<file path="src/sv/cgfo_pkg.sv">
package cgfo_pkg;
	localparam logic [1:0] KIND_CAR = 2'd0;
	localparam logic [1:0] KIND_DSU = 2'd1;
	localparam logic [1:0] KIND_TICK = 2'd2;
	localparam logic [1:0] KIND_BUSERR = 2'd3;

	localparam logic [10:0] ID_CTRL_ACC = 11'h710;
	localparam logic [10:0] ID_CTRL_AEB = 11'h711;
	localparam logic [10:0] ID_DSU_ACC = 11'h343;
	localparam logic [10:0] ID_DSU_AEB = 11'h344;
	localparam logic [10:0] ID_HEARTBEAT = 11'h2FF;

	localparam logic [2:0] FAULT_OK = 3'd0;
	localparam logic [2:0] FAULT_CSUM = 3'd1;
	localparam logic [2:0] FAULT_BUS = 3'd3;
	localparam logic [2:0] FAULT_POWERUP = 3'd4;
	localparam logic [2:0] FAULT_DSU_TIMEOUT = 3'd5;
	localparam logic [2:0] FAULT_AEB_CTRL = 3'd7;

	localparam logic [7:0] TIMEOUT_RESET = 8'd50;
	localparam int QDEPTH = 2;

	typedef struct packed {
		logic [1:0] kind;
		logic [10:0] frame_id;
		logic [3:0] frame_len;
		logic [63:0] frame_data;
		logic mailbox_free;
		logic csum_ok;
	} item_t;

	typedef struct packed {
		logic dest_bus;
		logic [10:0] out_id;
		logic [3:0] out_len;
		logic [63:0] out_data;
		logic [2:0] fault_code;
		logic [1:0] mode_bits;
	} result_t;

	function automatic logic [7:0] csum8(input logic [10:0] id, input logic [63:0] d);
		logic [7:0] s;
		s = 8'd8 + {5'd0, id[10:8]} + id[7:0];
		for (int i = 0; i < 7; i++) begin
			s = s + d[8*i +: 8];
		end
		return s;
	endfunction
endpackage

</file>
<file path="src/sv/can_gateway_frame_override.sv">
// Each input is written into the front queue and, when it emits a frame, registered into the back-end result.
// Throughput: one item per cycle while the output is not stalled, set by the back-end update.
// A two-entry queue between front and back absorbs output stalls.
// Reset (arst_n low) clears queue, output and state; timeout limit returns to 50.
module can_gateway_frame_override import cgfo_pkg::*; (
	input logic clk,
	input logic arst_n,
	input logic in_valid,
	output logic in_stall,
	input logic [1:0] kind,
	input logic [10:0] frame_id,
	input logic [3:0] frame_len,
	input logic [63:0] frame_data,
	input logic mailbox_free,
	input logic cfg_we,
	input logic [7:0] cfg_wdata,
	output logic out_valid,
	input logic out_stall,
	output logic dest_bus,
	output logic [10:0] out_id,
	output logic [3:0] out_len,
	output logic [63:0] out_data,
	output logic [2:0] fault_code,
	output logic [1:0] mode_bits
);
	logic q_valid, q_pop;
	item_t q_item;
	result_t res;

	cgfo_front u_front (
		.clk, .arst_n, .in_valid, .in_stall, .kind, .frame_id, .frame_len,
		.frame_data, .mailbox_free, .q_valid, .q_pop, .q_item
	);

	cgfo_back u_back (
		.clk, .arst_n, .cfg_we, .cfg_wdata, .q_valid, .q_pop, .q_item,
		.out_valid, .out_stall, .res
	);

	assign dest_bus = res.dest_bus;
	assign out_id = res.out_id;
	assign out_len = res.out_len;
	assign out_data = res.out_data;
	assign fault_code = res.fault_code;
	assign mode_bits = res.mode_bits;
endmodule

</file>
<file path="src/sv/cgfo_front.sv">
module cgfo_front import cgfo_pkg::*; (
	input logic clk,
	input logic arst_n,
	input logic in_valid,
	output logic in_stall,
	input logic [1:0] kind,
	input logic [10:0] frame_id,
	input logic [3:0] frame_len,
	input logic [63:0] frame_data,
	input logic mailbox_free,
	output logic q_valid,
	input logic q_pop,
	output item_t q_item
);
	item_t mem_q [QDEPTH];
	logic wp_q, rp_q;
	logic [1:0] cnt_q;
	logic push;
	item_t wr;

	assign in_stall = (cnt_q == 2'(QDEPTH));
	assign push = in_valid && !in_stall;
	assign q_valid = (cnt_q != 2'd0);
	assign q_item = mem_q[rp_q];

	always_comb begin
		wr.kind = kind;
		wr.frame_id = frame_id;
		wr.frame_len = frame_len;
		wr.frame_data = frame_data;
		wr.mailbox_free = mailbox_free;
		wr.csum_ok = (frame_data[63:56] == csum8(frame_id, frame_data));
	end

	always_ff @(posedge clk) begin
		if (push) begin
			mem_q[wp_q] <= wr;
		end
	end

	always_ff @(posedge clk or negedge arst_n) begin
		if (!arst_n) begin
			wp_q <= 1'b0;
			rp_q <= 1'b0;
			cnt_q <= 2'd0;
		end else begin
			if (push) wp_q <= ~wp_q;
			if (q_pop) rp_q <= ~rp_q;
			cnt_q <= cnt_q + {1'b0, push} - {1'b0, q_pop};
		end
	end
endmodule

</file>
<file path="src/sv/cgfo_back.sv">
module cgfo_back import cgfo_pkg::*; (
	input logic clk,
	input logic arst_n,
	input logic cfg_we,
	input logic [7:0] cfg_wdata,
	input logic q_valid,
	output logic q_pop,
	input item_t q_item,
	output logic out_valid,
	input logic out_stall,
	output result_t res
);
	logic [7:0] limit_q, dsu_sil_q, acc_sil_q, aeb_sil_q;
	logic [2:0] fault_q;
	logic [1:0] mode_q;
	logic acc_en_q, aeb_en_q, stock_q, hb_phase_q;
	logic [15:0] acc_cmd_q;
	logic [9:0] aeb_cmd_q;
	logic [3:0] hb_cnt_q;
	logic ov_q;
	result_t res_q;

	logic [7:0] n_dsu, n_acc, n_aeb;
	logic [2:0] n_fault;
	logic [1:0] n_mode;
	logic n_acc_en, n_aeb_en, n_stock, n_phase;
	logic [15:0] n_acc_cmd;
	logic [9:0] n_aeb_cmd;
	logic [3:0] n_cnt;
	logic emit, n_bus;
	logic [10:0] n_id;
	logic [3:0] n_len;
	logic [63:0] d, hb;
	logic [7:0] h2;
	item_t it;

	assign it = q_item;
	assign q_pop = q_valid && (!ov_q || !out_stall);
	assign out_valid = ov_q;
	assign res = res_q;

	always_comb begin
		n_dsu = dsu_sil_q; n_acc = acc_sil_q; n_aeb = aeb_sil_q;
		n_fault = fault_q; n_mode = mode_q;
		n_acc_en = acc_en_q; n_aeb_en = aeb_en_q; n_stock = stock_q;
		n_phase = hb_phase_q; n_acc_cmd = acc_cmd_q; n_aeb_cmd = aeb_cmd_q;
		n_cnt = hb_cnt_q;
		emit = 1'b0; n_bus = 1'b0; n_id = it.frame_id; n_len = it.frame_len;
		d = it.frame_data;
		hb = '0; h2 = '0;
		case (it.kind)
			KIND_CAR: begin
				if (it.frame_id == ID_CTRL_ACC) begin
					if (it.csum_ok) begin
						n_acc_en = 1'b1; n_acc_cmd = {d[7:0], d[15:8]};
						n_acc = '0; n_mode = mode_q | 2'b01;
					end else begin
						n_fault = FAULT_CSUM; n_acc_en = 1'b0; n_acc_cmd = '0;
					end
				end else if (it.frame_id == ID_CTRL_AEB) begin
					if (it.csum_ok) begin
						n_aeb_en = 1'b1; n_aeb_cmd = {d[7:0], d[9:8]};
						n_aeb = '0; n_mode = mode_q | 2'b10; n_fault = FAULT_AEB_CTRL;
					end else begin
						n_fault = FAULT_CSUM; n_aeb_en = 1'b0; n_aeb_cmd = '0;
					end
				end else begin
					emit = 1'b1; n_bus = 1'b1;
				end
			end
			KIND_DSU: begin
				emit = 1'b1;
				if (it.frame_id == ID_DSU_ACC) begin
					if (it.csum_ok) begin
						d[23:16] = {2'b01, d[21:16]};
						d[30] = 1'b1;
						if (acc_en_q) begin
							d[7:0] = acc_cmd_q[15:8]; d[15:8] = acc_cmd_q[7:0];
						end
						d[63:56] = csum8(it.frame_id, d);
						n_dsu = '0; n_fault = FAULT_OK;
					end else begin
						n_fault = FAULT_CSUM;
					end
				end else if (it.frame_id == ID_DSU_AEB) begin
					n_stock = ({d[7:0], d[15:14]} != 10'd0);
					if (it.csum_ok) begin
						if (aeb_en_q && !n_stock) begin
							d[7:0] = aeb_cmd_q[9:2];
							d[15:8] = {aeb_cmd_q[1:0], 6'b010010};
							d[38] = 1'b1;
							d[63:56] = csum8(it.frame_id, d);
						end
					end else begin
						n_fault = FAULT_CSUM;
					end
				end
			end
			KIND_BUSERR: begin
				n_fault = FAULT_BUS;
			end
			default: begin
				h2 = {fault_q[2:0] == 3'd0 ? 4'd0 : {1'b0, fault_q}, hb_cnt_q};
				hb[15:8] = {6'd0, mode_q};
				hb[23:16] = h2;
				hb[31:24] = 8'd4 + 8'h02 + 8'hFF + {6'd0, mode_q} + h2;
				if (hb_phase_q && it.mailbox_free) begin
					emit = 1'b1; n_cnt = hb_cnt_q + 4'd1;
				end
				n_phase = ~hb_phase_q;
				n_id = ID_HEARTBEAT; n_len = 4'd4; d = hb;
				if (dsu_sil_q >= limit_q) n_fault = FAULT_DSU_TIMEOUT;
				else n_dsu = dsu_sil_q + 8'd1;
				if (acc_sil_q >= limit_q) begin
					n_acc_en = 1'b0; n_mode = n_mode & 2'b10;
				end else n_acc = acc_sil_q + 8'd1;
				if (aeb_sil_q >= limit_q) begin
					n_aeb_en = 1'b0; n_mode = n_mode & 2'b01;
				end else n_aeb = aeb_sil_q + 8'd1;
			end
		endcase
	end

	always_ff @(posedge clk) begin
		if (q_pop && emit) begin
			res_q.dest_bus <= n_bus;
			res_q.out_id <= n_id;
			res_q.out_len <= n_len;
			res_q.out_data <= d;
			res_q.fault_code <= n_fault;
			res_q.mode_bits <= n_mode;
		end
	end

	always_ff @(posedge clk or negedge arst_n) begin
		if (!arst_n) begin
			limit_q <= TIMEOUT_RESET;
			fault_q <= FAULT_POWERUP;
			mode_q <= '0; acc_en_q <= 1'b0; aeb_en_q <= 1'b0; stock_q <= 1'b0;
			acc_cmd_q <= '0; aeb_cmd_q <= '0;
			dsu_sil_q <= '0; acc_sil_q <= '0; aeb_sil_q <= '0;
			hb_phase_q <= 1'b0; hb_cnt_q <= '0; ov_q <= 1'b0;
		end else begin
			if (cfg_we) limit_q <= cfg_wdata;
			if (q_pop) begin
				fault_q <= n_fault; mode_q <= n_mode;
				acc_en_q <= n_acc_en; aeb_en_q <= n_aeb_en; stock_q <= n_stock;
				acc_cmd_q <= n_acc_cmd; aeb_cmd_q <= n_aeb_cmd;
				dsu_sil_q <= n_dsu; acc_sil_q <= n_acc; aeb_sil_q <= n_aeb;
				hb_phase_q <= n_phase; hb_cnt_q <= n_cnt;
				ov_q <= emit;
			end else if (!out_stall) begin
				ov_q <= 1'b0;
			end
		end
	end
endmodule

</file>
<file path="config.mk">
export PLATFORM = sky130hd
export DESIGN_NAME = can_gateway_frame_override
export DESIGN_NICKNAME = d
export VERILOG_FILES = /design/src/sv/cgfo_pkg.sv /design/src/sv/can_gateway_frame_override.sv /design/src/sv/cgfo_front.sv /design/src/sv/cgfo_back.sv
export SDC_FILE = /design/constraint.sdc
export NUM_CORES = 1
export LEC_CHECK = 0
export ABC_AREA = 1
export ABC_CLOCK_PERIOD_IN_PS = 15400
export BUFFER_PORTS_ARGS = -buffer_cell sky130_fd_sc_hd__buf_2
export CAP_MARGIN = 10
export CORE_MARGIN = 4
export CORE_UTILIZATION = 40
export CTS_CLUSTER_SIZE = 16
export DETAILED_ROUTE_END_ITERATION = 8
export GPL_TIMING_DRIVEN = 1
export MAX_ROUTING_LAYER = met4
export PLACE_DENSITY = 0.62
export SLEW_MARGIN = 30
export SYNTH_ARGS = -nofsm -noshare
export SYNTH_HDL_FRONTEND = slang
export SYNTH_SLANG_ARGS = --single-unit
</file>
<file path="constraint.sdc">
create_clock -name clk -period 15.4 [get_ports clk]
set_input_delay 2.31 -clock clk [delete_from_list [all_inputs] [get_ports clk]]
set_output_delay 2.31 -clock clk [all_outputs]
set_load 0.01 [all_outputs]
</file>
Yosys cells after proc, flatten, opt, wreduce, memory -nomap -nowiden
Memory sizes are Yosys's and may differ from the RTL's.
Cells that the tools add are included.
{"block": "op_classes", "add_sub_neg": 33, "magnitude_cmp": 3, "mux": 73, "n_reduce_logical": 28, "eq_ne": 18, "n_bitwise": 7}
{"op": "8-bit adder", "n": 23}
{"op": "16-bit 2-to-1 mux", "n": 9}
{"op": "8-bit 2-to-1 mux", "n": 14}
{"op": "8-bit one-hot mux with 2 select lines", "n": 4}
{"op": "24-bit one-hot mux with 2 select lines", "n": 1}
{"op": "8-bit by 1-bit adder with 8-bit output, second input constant", "n": 3}
{"op": "8-bit >= comparator", "n": 3}
{"op": "24-bit 2-to-1 mux", "n": 1}
{"op": "3-bit 2-to-1 mux", "n": 8}
{"op": "1-bit 2-to-1 mux", "n": 23}
{"op": "11-bit by 10-bit == test with 1-bit output, second input constant", "n": 2}
{"op": "11-bit == test, second input constant", "n": 2}
{"op": "5-bit AND reduction", "n": 3}
{"op": "2-bit != test, second input constant", "n": 6}
{"op": "4-bit by 3-bit adder with 5-bit output, first input constant", "n": 2}
{"op": "10-bit 2-to-1 mux", "n": 1}
{"op": "10-bit nonzero test", "n": 1}
{"op": "3-bit one-hot mux with 3 select lines", "n": 1}
{"op": "8-bit by 7-bit adder with 8-bit output", "n": 1}
{"op": "8-bit == test", "n": 1}
{"op": "2-bit 2-to-1 mux", "n": 4}
{"op": "2-bit by 1-bit != test with 1-bit output, second input constant", "n": 4}
{"op": "1-bit one-hot mux with 2 select lines", "n": 4}
{"op": "4-bit AND reduction", "n": 2}
{"op": "other kinds (21)", "n": 39}
{"block": "word_totals", "reg_bits": 160, "wordCells": 186, "ram_bits": 166, "n_memories": 1}
{"name": "u_front.mem_q", "depth": 2, "word_bits": 83, "read_ports": 1, "rd_ports_with_merged_regs": 0, "write_ports": 1, "line_no": "cgfo_front.sv:15", "rtl": "item_t mem_q [QDEPTH];"}

Longest topological paths before layout
An unclocked memory read counts as a cell.
{"block": "logic_depth", "word_depth": 15, "depth_mapped": 35, "ltp_nobuf": 34}

Cells and area by module
A second synthesis with hierarchy kept.
{"block": "hier_totals", "hier_cells": 1758, "area_unflattened_um2": 18915.6}
{"module": "cgfo_back", "seq_area_each_um2": 4334.2, "n_inst": 1, "cells_per_inst": 1289, "area_per_inst_um2": 11146.9}
{"module": "cgfo_front", "seq_area_each_um2": 5084.9, "n_inst": 1, "cells_per_inst": 469, "area_per_inst_um2": 7768.7}

Worst setup path after synthesis
No wires, ideal clock.
{"block": "synth_timing", "path_type": "input -> register", "startpoint": "input port out_stall", "endpoint": "register u_back.res[0] (netlist name)", "path_slack_ns": 6.071, "arrival_time_ns": 8.696, "path_stages": 4, "setup_time_ns": 0.633, "path_cell_list": "nand2_1 o21ai_0 clkbuf_1 nor3_1"}
{"block": "synth_via", "elab_chain_len": 4}
{"item": "start: declaration", "line_no": "can_gateway_frame_override.sv:18", "rtl": "input logic out_stall,"}
{"item": "1-bit logical NOT", "line_no": "cgfo_back.sv:38", "rtl": "assign q_pop = q_valid && (!ov_q || !out_stall);"}
{"item": "1-bit logical OR", "line_no": "cgfo_back.sv:38"}
{"item": "1-bit logical AND", "line_no": "cgfo_back.sv:38"}
{"item": "1-bit logical AND", "line_no": "cgfo_back.sv:125", "rtl": "if (q_pop && emit) begin"}
Every way passes these cells.
A chain may end at the register's enable or synchronous reset.

==> flow_summary.yaml <==
timing:
  fin_worst_skew_ps: 27.7
  setup-violations-final: 0
  grt_setup_unrepaired: "no"
  share_of_the_clock_period_used_by_the_worst_path_pct: 40.6
  achievable-frequency_mhz: 160
  final.min_clock_period_ps: 6250
  totalNegativeSetupSlack_ps: 0
  tightest_slew_ps: 950
  final-hold-violation-count: 0
  fin_hold_ws_ps: 478
  slew_viol_final: 0
  max_slew_margin_pct: 36.6
  final.setup.worst_slack_ps: 9150
global_routing:
  track_usage_pct: 21.4
  globalRoute.totalOverflow: 0
  via_count_of_the_first_global_routing_pass: 13700
  grt_start_max_net_pins: 72
  number_of_antenna_violations_at_the_first_check_in_global_routing: 5
  first_pass_grt_wire_length_um: 80000
cts:
  cts.reportedPaths.clkPinSlew_ps: 70
  h-tree-depth: 2
  root_buffer: "sky130_fd_sc_hd__clkbuf_16"
  numCtsBuffers: 38
  cts_tree: "built"
  clock-sinks: 326
  post_cts.resized_instances: 0
  clock_insertion_delay_worst_skew_ps: 570
  cts_setup_buffers: 0
  cts-hold-fix-buffers: 0
  cts_max_path_buffers: 3
logic_synthesis:
  post_synth_main_area_contributors: "sky130_fd_sc_hd__edfxtp_1, sky130_fd_sc_hd__fa_1, sky130_fd_sc_hd__dfrtp_1"
  syn-num-nets: 2102
  post_synth_num_cell_types: 53
  synth_top_area_share_pct: 40.2
  yosysWarnings: 0
  postSynthAreaPerCell_um2: 10.3
  synth-main-ff-cell: "sky130_fd_sc_hd__edfxtp_1"
  netlist_instances: 1827
  number_of_enable_type_register_cells_in_the_synthesized_netlist: 251
  asyncSetResetFlopFracSynth_pct: 23.0
  yosys_register_bits: 326
  netlist_area_um2: 18700
  share_of_synthesized_area_occupied_by_flip_flops_and_latches_pct: 50.3
  synthDominantAreaCellType: "sky130_fd_sc_hd__edfxtp_1"
setup_path:
  crit_buf_inv: 5
  critPathLaunchType: "flop"
  worst-endpoint-arrival_ps: 6560
  path_class: "flop to flop"
  cp-end-kind: "flop"
  cpPeakStageDelay_ps: 790
  timing.critical_path.depth: 21
  critical_path_required_ps: 15710
  path_cells: "inv_4 -> nand2_1 -> and2_1 -> inv_1 -> ha_1 -> fa_1 -> fa_1 -> fa_1 -> inv_1 -> fa_1 -> inv_1 -> fa_1 -> ha_1 -> fa_1 -> nand2_1 -> inv_1 -> o21ai_0 -> o21ai_0 -> a21oi_1 -> nand2_1 -> a21oi_1"
  cpLargestDelayFamily: "adder cells"
  worst-r2r-cell-count: 21
  critical_path.most_common_cell: "sky130_fd_sc_hd__fa_1"
  crit_path_top_delay_cell: "sky130_fd_sc_hd__dfrtp_4"
  timing.critical_path.fanout_max: 43
floorplan:
  die_h_um: 224
  die_area_um2: 50400
  width_of_the_die_um: 224
  floorplan.rows: 79
  start_util_pct: 40.3
  fp.coreArea_um2: 46500
  io_pins: 182
cells_and_area:
  num-nets-final: 2282
  area_growth_pct: 14.9
  final_layout_size_suffix_gt1_share_pct: 16.2
min_path:
  hold_path.class: "flop to flop"
  hold_path_depth: 2
place:
  finalWeightedCongestion: 0.887
  place.port_buffers: 181
  dp_worst_setup_slack_ps: 8960
  hpwl_um: 38700
route:
  via_count: 13500
  ant_nets: 0
  drt_pass1_iterations: 6
  drt_iter0_markers: 1109
  totalWireLength_um: 52000
  vias_per_cell: 5.10
  post_drt_wl_per_cell_um: 19.6
  detail_route.drc_violations: 0
status:
  run_status: "completed"
flow_run:
  count_of_maximum_capacitance_violations: 0
cell usage in the layout, fill, tap and decap left out, types with 4 or more instances in the layout:
| cell type | count |
|---|---|
| sky130_fd_sc_hd__nand2_1 | 408 |
| sky130_fd_sc_hd__edfxtp_1 | 251 |
| sky130_fd_sc_hd__inv_1 | 248 |
| sky130_fd_sc_hd__buf_2 | 181 |
| sky130_fd_sc_hd__o21ai_0 | 111 |
| sky130_fd_sc_hd__fa_1 | 98 |
| sky130_fd_sc_hd__a21oi_1 | 92 |
| sky130_fd_sc_hd__nor2_1 | 84 |
| sky130_fd_sc_hd__ha_1 | 82 |
| sky130_fd_sc_hd__nand3_1 | 77 |
| sky130_fd_sc_hd__dfrtp_1 | 70 |
| sky130_fd_sc_hd__clkbuf_16 | 38 |
| sky130_fd_sc_hd__xor2_1 | 28 |
| sky130_fd_sc_hd__xnor2_1 | 26 |
| sky130_fd_sc_hd__nand4_1 | 22 |
| sky130_fd_sc_hd__or2_2 | 21 |
| sky130_fd_sc_hd__mux2i_1 | 19 |
| sky130_fd_sc_hd__o21ai_1 | 17 |
| sky130_fd_sc_hd__inv_2 | 10 |
| sky130_fd_sc_hd__o211ai_1 | 10 |
| sky130_fd_sc_hd__buf_4 | 10 |
| sky130_fd_sc_hd__o22ai_1 | 9 |
| sky130_fd_sc_hd__nor3_1 | 8 |
| sky130_fd_sc_hd__clkbuf_1 | 8 |
| sky130_fd_sc_hd__clkinv_2 | 8 |
| sky130_fd_sc_hd__nand2_2 | 7 |
| sky130_fd_sc_hd__clkinv_1 | 7 |
| sky130_fd_sc_hd__o31ai_1 | 7 |
| sky130_fd_sc_hd__or2_1 | 6 |
| sky130_fd_sc_hd__o21ai_2 | 6 |
| sky130_fd_sc_hd__nor2_4 | 6 |
| sky130_fd_sc_hd__diode_2 | 5 |
| sky130_fd_sc_hd__nor3_2 | 4 |
| sky130_fd_sc_hd__nand3_2 | 4 |
| sky130_fd_sc_hd__a31oi_1 | 4 |
| sky130_fd_sc_hd__nand3b_1 | 4 |
| sky130_fd_sc_hd__clkinvlp_4 | 4 |
| sky130_fd_sc_hd__dfstp_2 | 4 |
worst register-to-register path: stages, from the launching register on:
cell	delay, ps
sky130_fd_sc_hd__dfrtp_4	790
sky130_fd_sc_hd__inv_4	260
sky130_fd_sc_hd__nand2_1	100
sky130_fd_sc_hd__and2_1	190
sky130_fd_sc_hd__inv_1	90
sky130_fd_sc_hd__ha_1	230
sky130_fd_sc_hd__fa_1	650
sky130_fd_sc_hd__fa_1	490
sky130_fd_sc_hd__fa_1	550
sky130_fd_sc_hd__inv_1	50
sky130_fd_sc_hd__fa_1	360
sky130_fd_sc_hd__inv_1	80
sky130_fd_sc_hd__fa_1	420
sky130_fd_sc_hd__ha_1	280
sky130_fd_sc_hd__fa_1	470
sky130_fd_sc_hd__nand2_1	100
sky130_fd_sc_hd__inv_1	40
sky130_fd_sc_hd__o21ai_0	150
sky130_fd_sc_hd__o21ai_0	100
sky130_fd_sc_hd__a21oi_1	180
sky130_fd_sc_hd__nand2_1	80
sky130_fd_sc_hd__a21oi_1	340
Yosys cell counts (7+ instances only):
library cell               count
sky130_fd_sc_hd__o31ai_1       7
sky130_fd_sc_hd__nor2_1       86
sky130_fd_sc_hd__clkbuf_1     32
sky130_fd_sc_hd__nor3_1        9
sky130_fd_sc_hd__edfxtp_1    251
sky130_fd_sc_hd__o22ai_1       9
sky130_fd_sc_hd__buf_2        13
sky130_fd_sc_hd__o211ai_1     10
sky130_fd_sc_hd__ha_1         82
sky130_fd_sc_hd__or2_2        21
sky130_fd_sc_hd__xor2_1       28
sky130_fd_sc_hd__a21oi_1      92
sky130_fd_sc_hd__fa_1         98
sky130_fd_sc_hd__xnor2_1      26
sky130_fd_sc_hd__dfrtp_1      71
sky130_fd_sc_hd__nand3_1      77
sky130_fd_sc_hd__nand2_1     409
sky130_fd_sc_hd__mux2i_1      19
sky130_fd_sc_hd__inv_1       248
sky130_fd_sc_hd__o21ai_1      15
sky130_fd_sc_hd__inv_2        10
sky130_fd_sc_hd__nand4_1      22
sky130_fd_sc_hd__o21ai_0     113
layer usage:
layer  up-vias  track usage, %  wire length (um)
met5         -               -                 0
met1      6559            27.3             21800
li1       6420               -                 -
met3        83            5.36              4030
met4         0            7.57              1620
met2       441            33.6             24600
worst paths after layout:
path,slack (ps),to,start
min in group asynchronous,1590,u_back.hb_cnt_q[2],arst_n
worst min register to register,480,u_back.acc_cmd_q[5],u_back.acc_cmd_q[5]
worst max register to register,9150,u_back.res[65],u_front.rp_q
worst min-delay path,480,u_back.acc_cmd_q[5],u_back.acc_cmd_q[5]
worst max-delay path,9150,u_back.res[65],u_front.rp_q
max in group asynchronous,12810,u_front.rp_q,arst_n
logic make-up after synthesis:
kind of cell	count (synthesis)	synth area share, %
xor gates and xnor gates	54	2.52
and+or+nand+nor	664	15.8
muxes	20	1.08
buffers and inverters	317	6.67
adders and majority gates	180	15.9
DFF	326	50.3
AOI/OAI and AO/OA	266	7.75
area by class of cell:
class / count / area (um^2)
repair buffers: 194 / 1030
well taps: 607 / 759
diodes: 5 / 12.5
multi-input cells: 1184 / 8090
clock inverters: 24 / 234
fillers: 4324 / 24900
clock buffers: 46 / 981
flip-flops and latches: 326 / 9420
inverters: 263 / 990
flip-flops by register name, summed over array words and instances (netlist names), 2 cells and up:
| signal | cells |
|---|---|
| u_back.fault_q | 3 |
| u_back.res | 85 |
| u_back.dsu_sil_q | 8 |
| u_back.aeb_sil_q | 8 |
| u_back.acc_cmd_q | 16 |
| u_back.mode_q | 2 |
| u_back.acc_sil_q | 8 |
| u_back.limit_q | 8 |
| u_front.cnt_q | 2 |
| u_back.hb_cnt_q | 4 |
| u_back.aeb_cmd_q | 10 |
| u_front.mem_q | 166 |
stage by stage:
step	instance area [um^2]	instances	util, %
floorplan	18700	1827	-
global route	21500	2649	46.3
finish	21500	2649	46.3
global placement	20300	2573	43.6
detailed placement	20300	2573	43.6
CTS	21500	2643	46.2
Power is not shown: default switching activity piles up to over one toggle a cycle in this logic, so the estimate is an artifact.
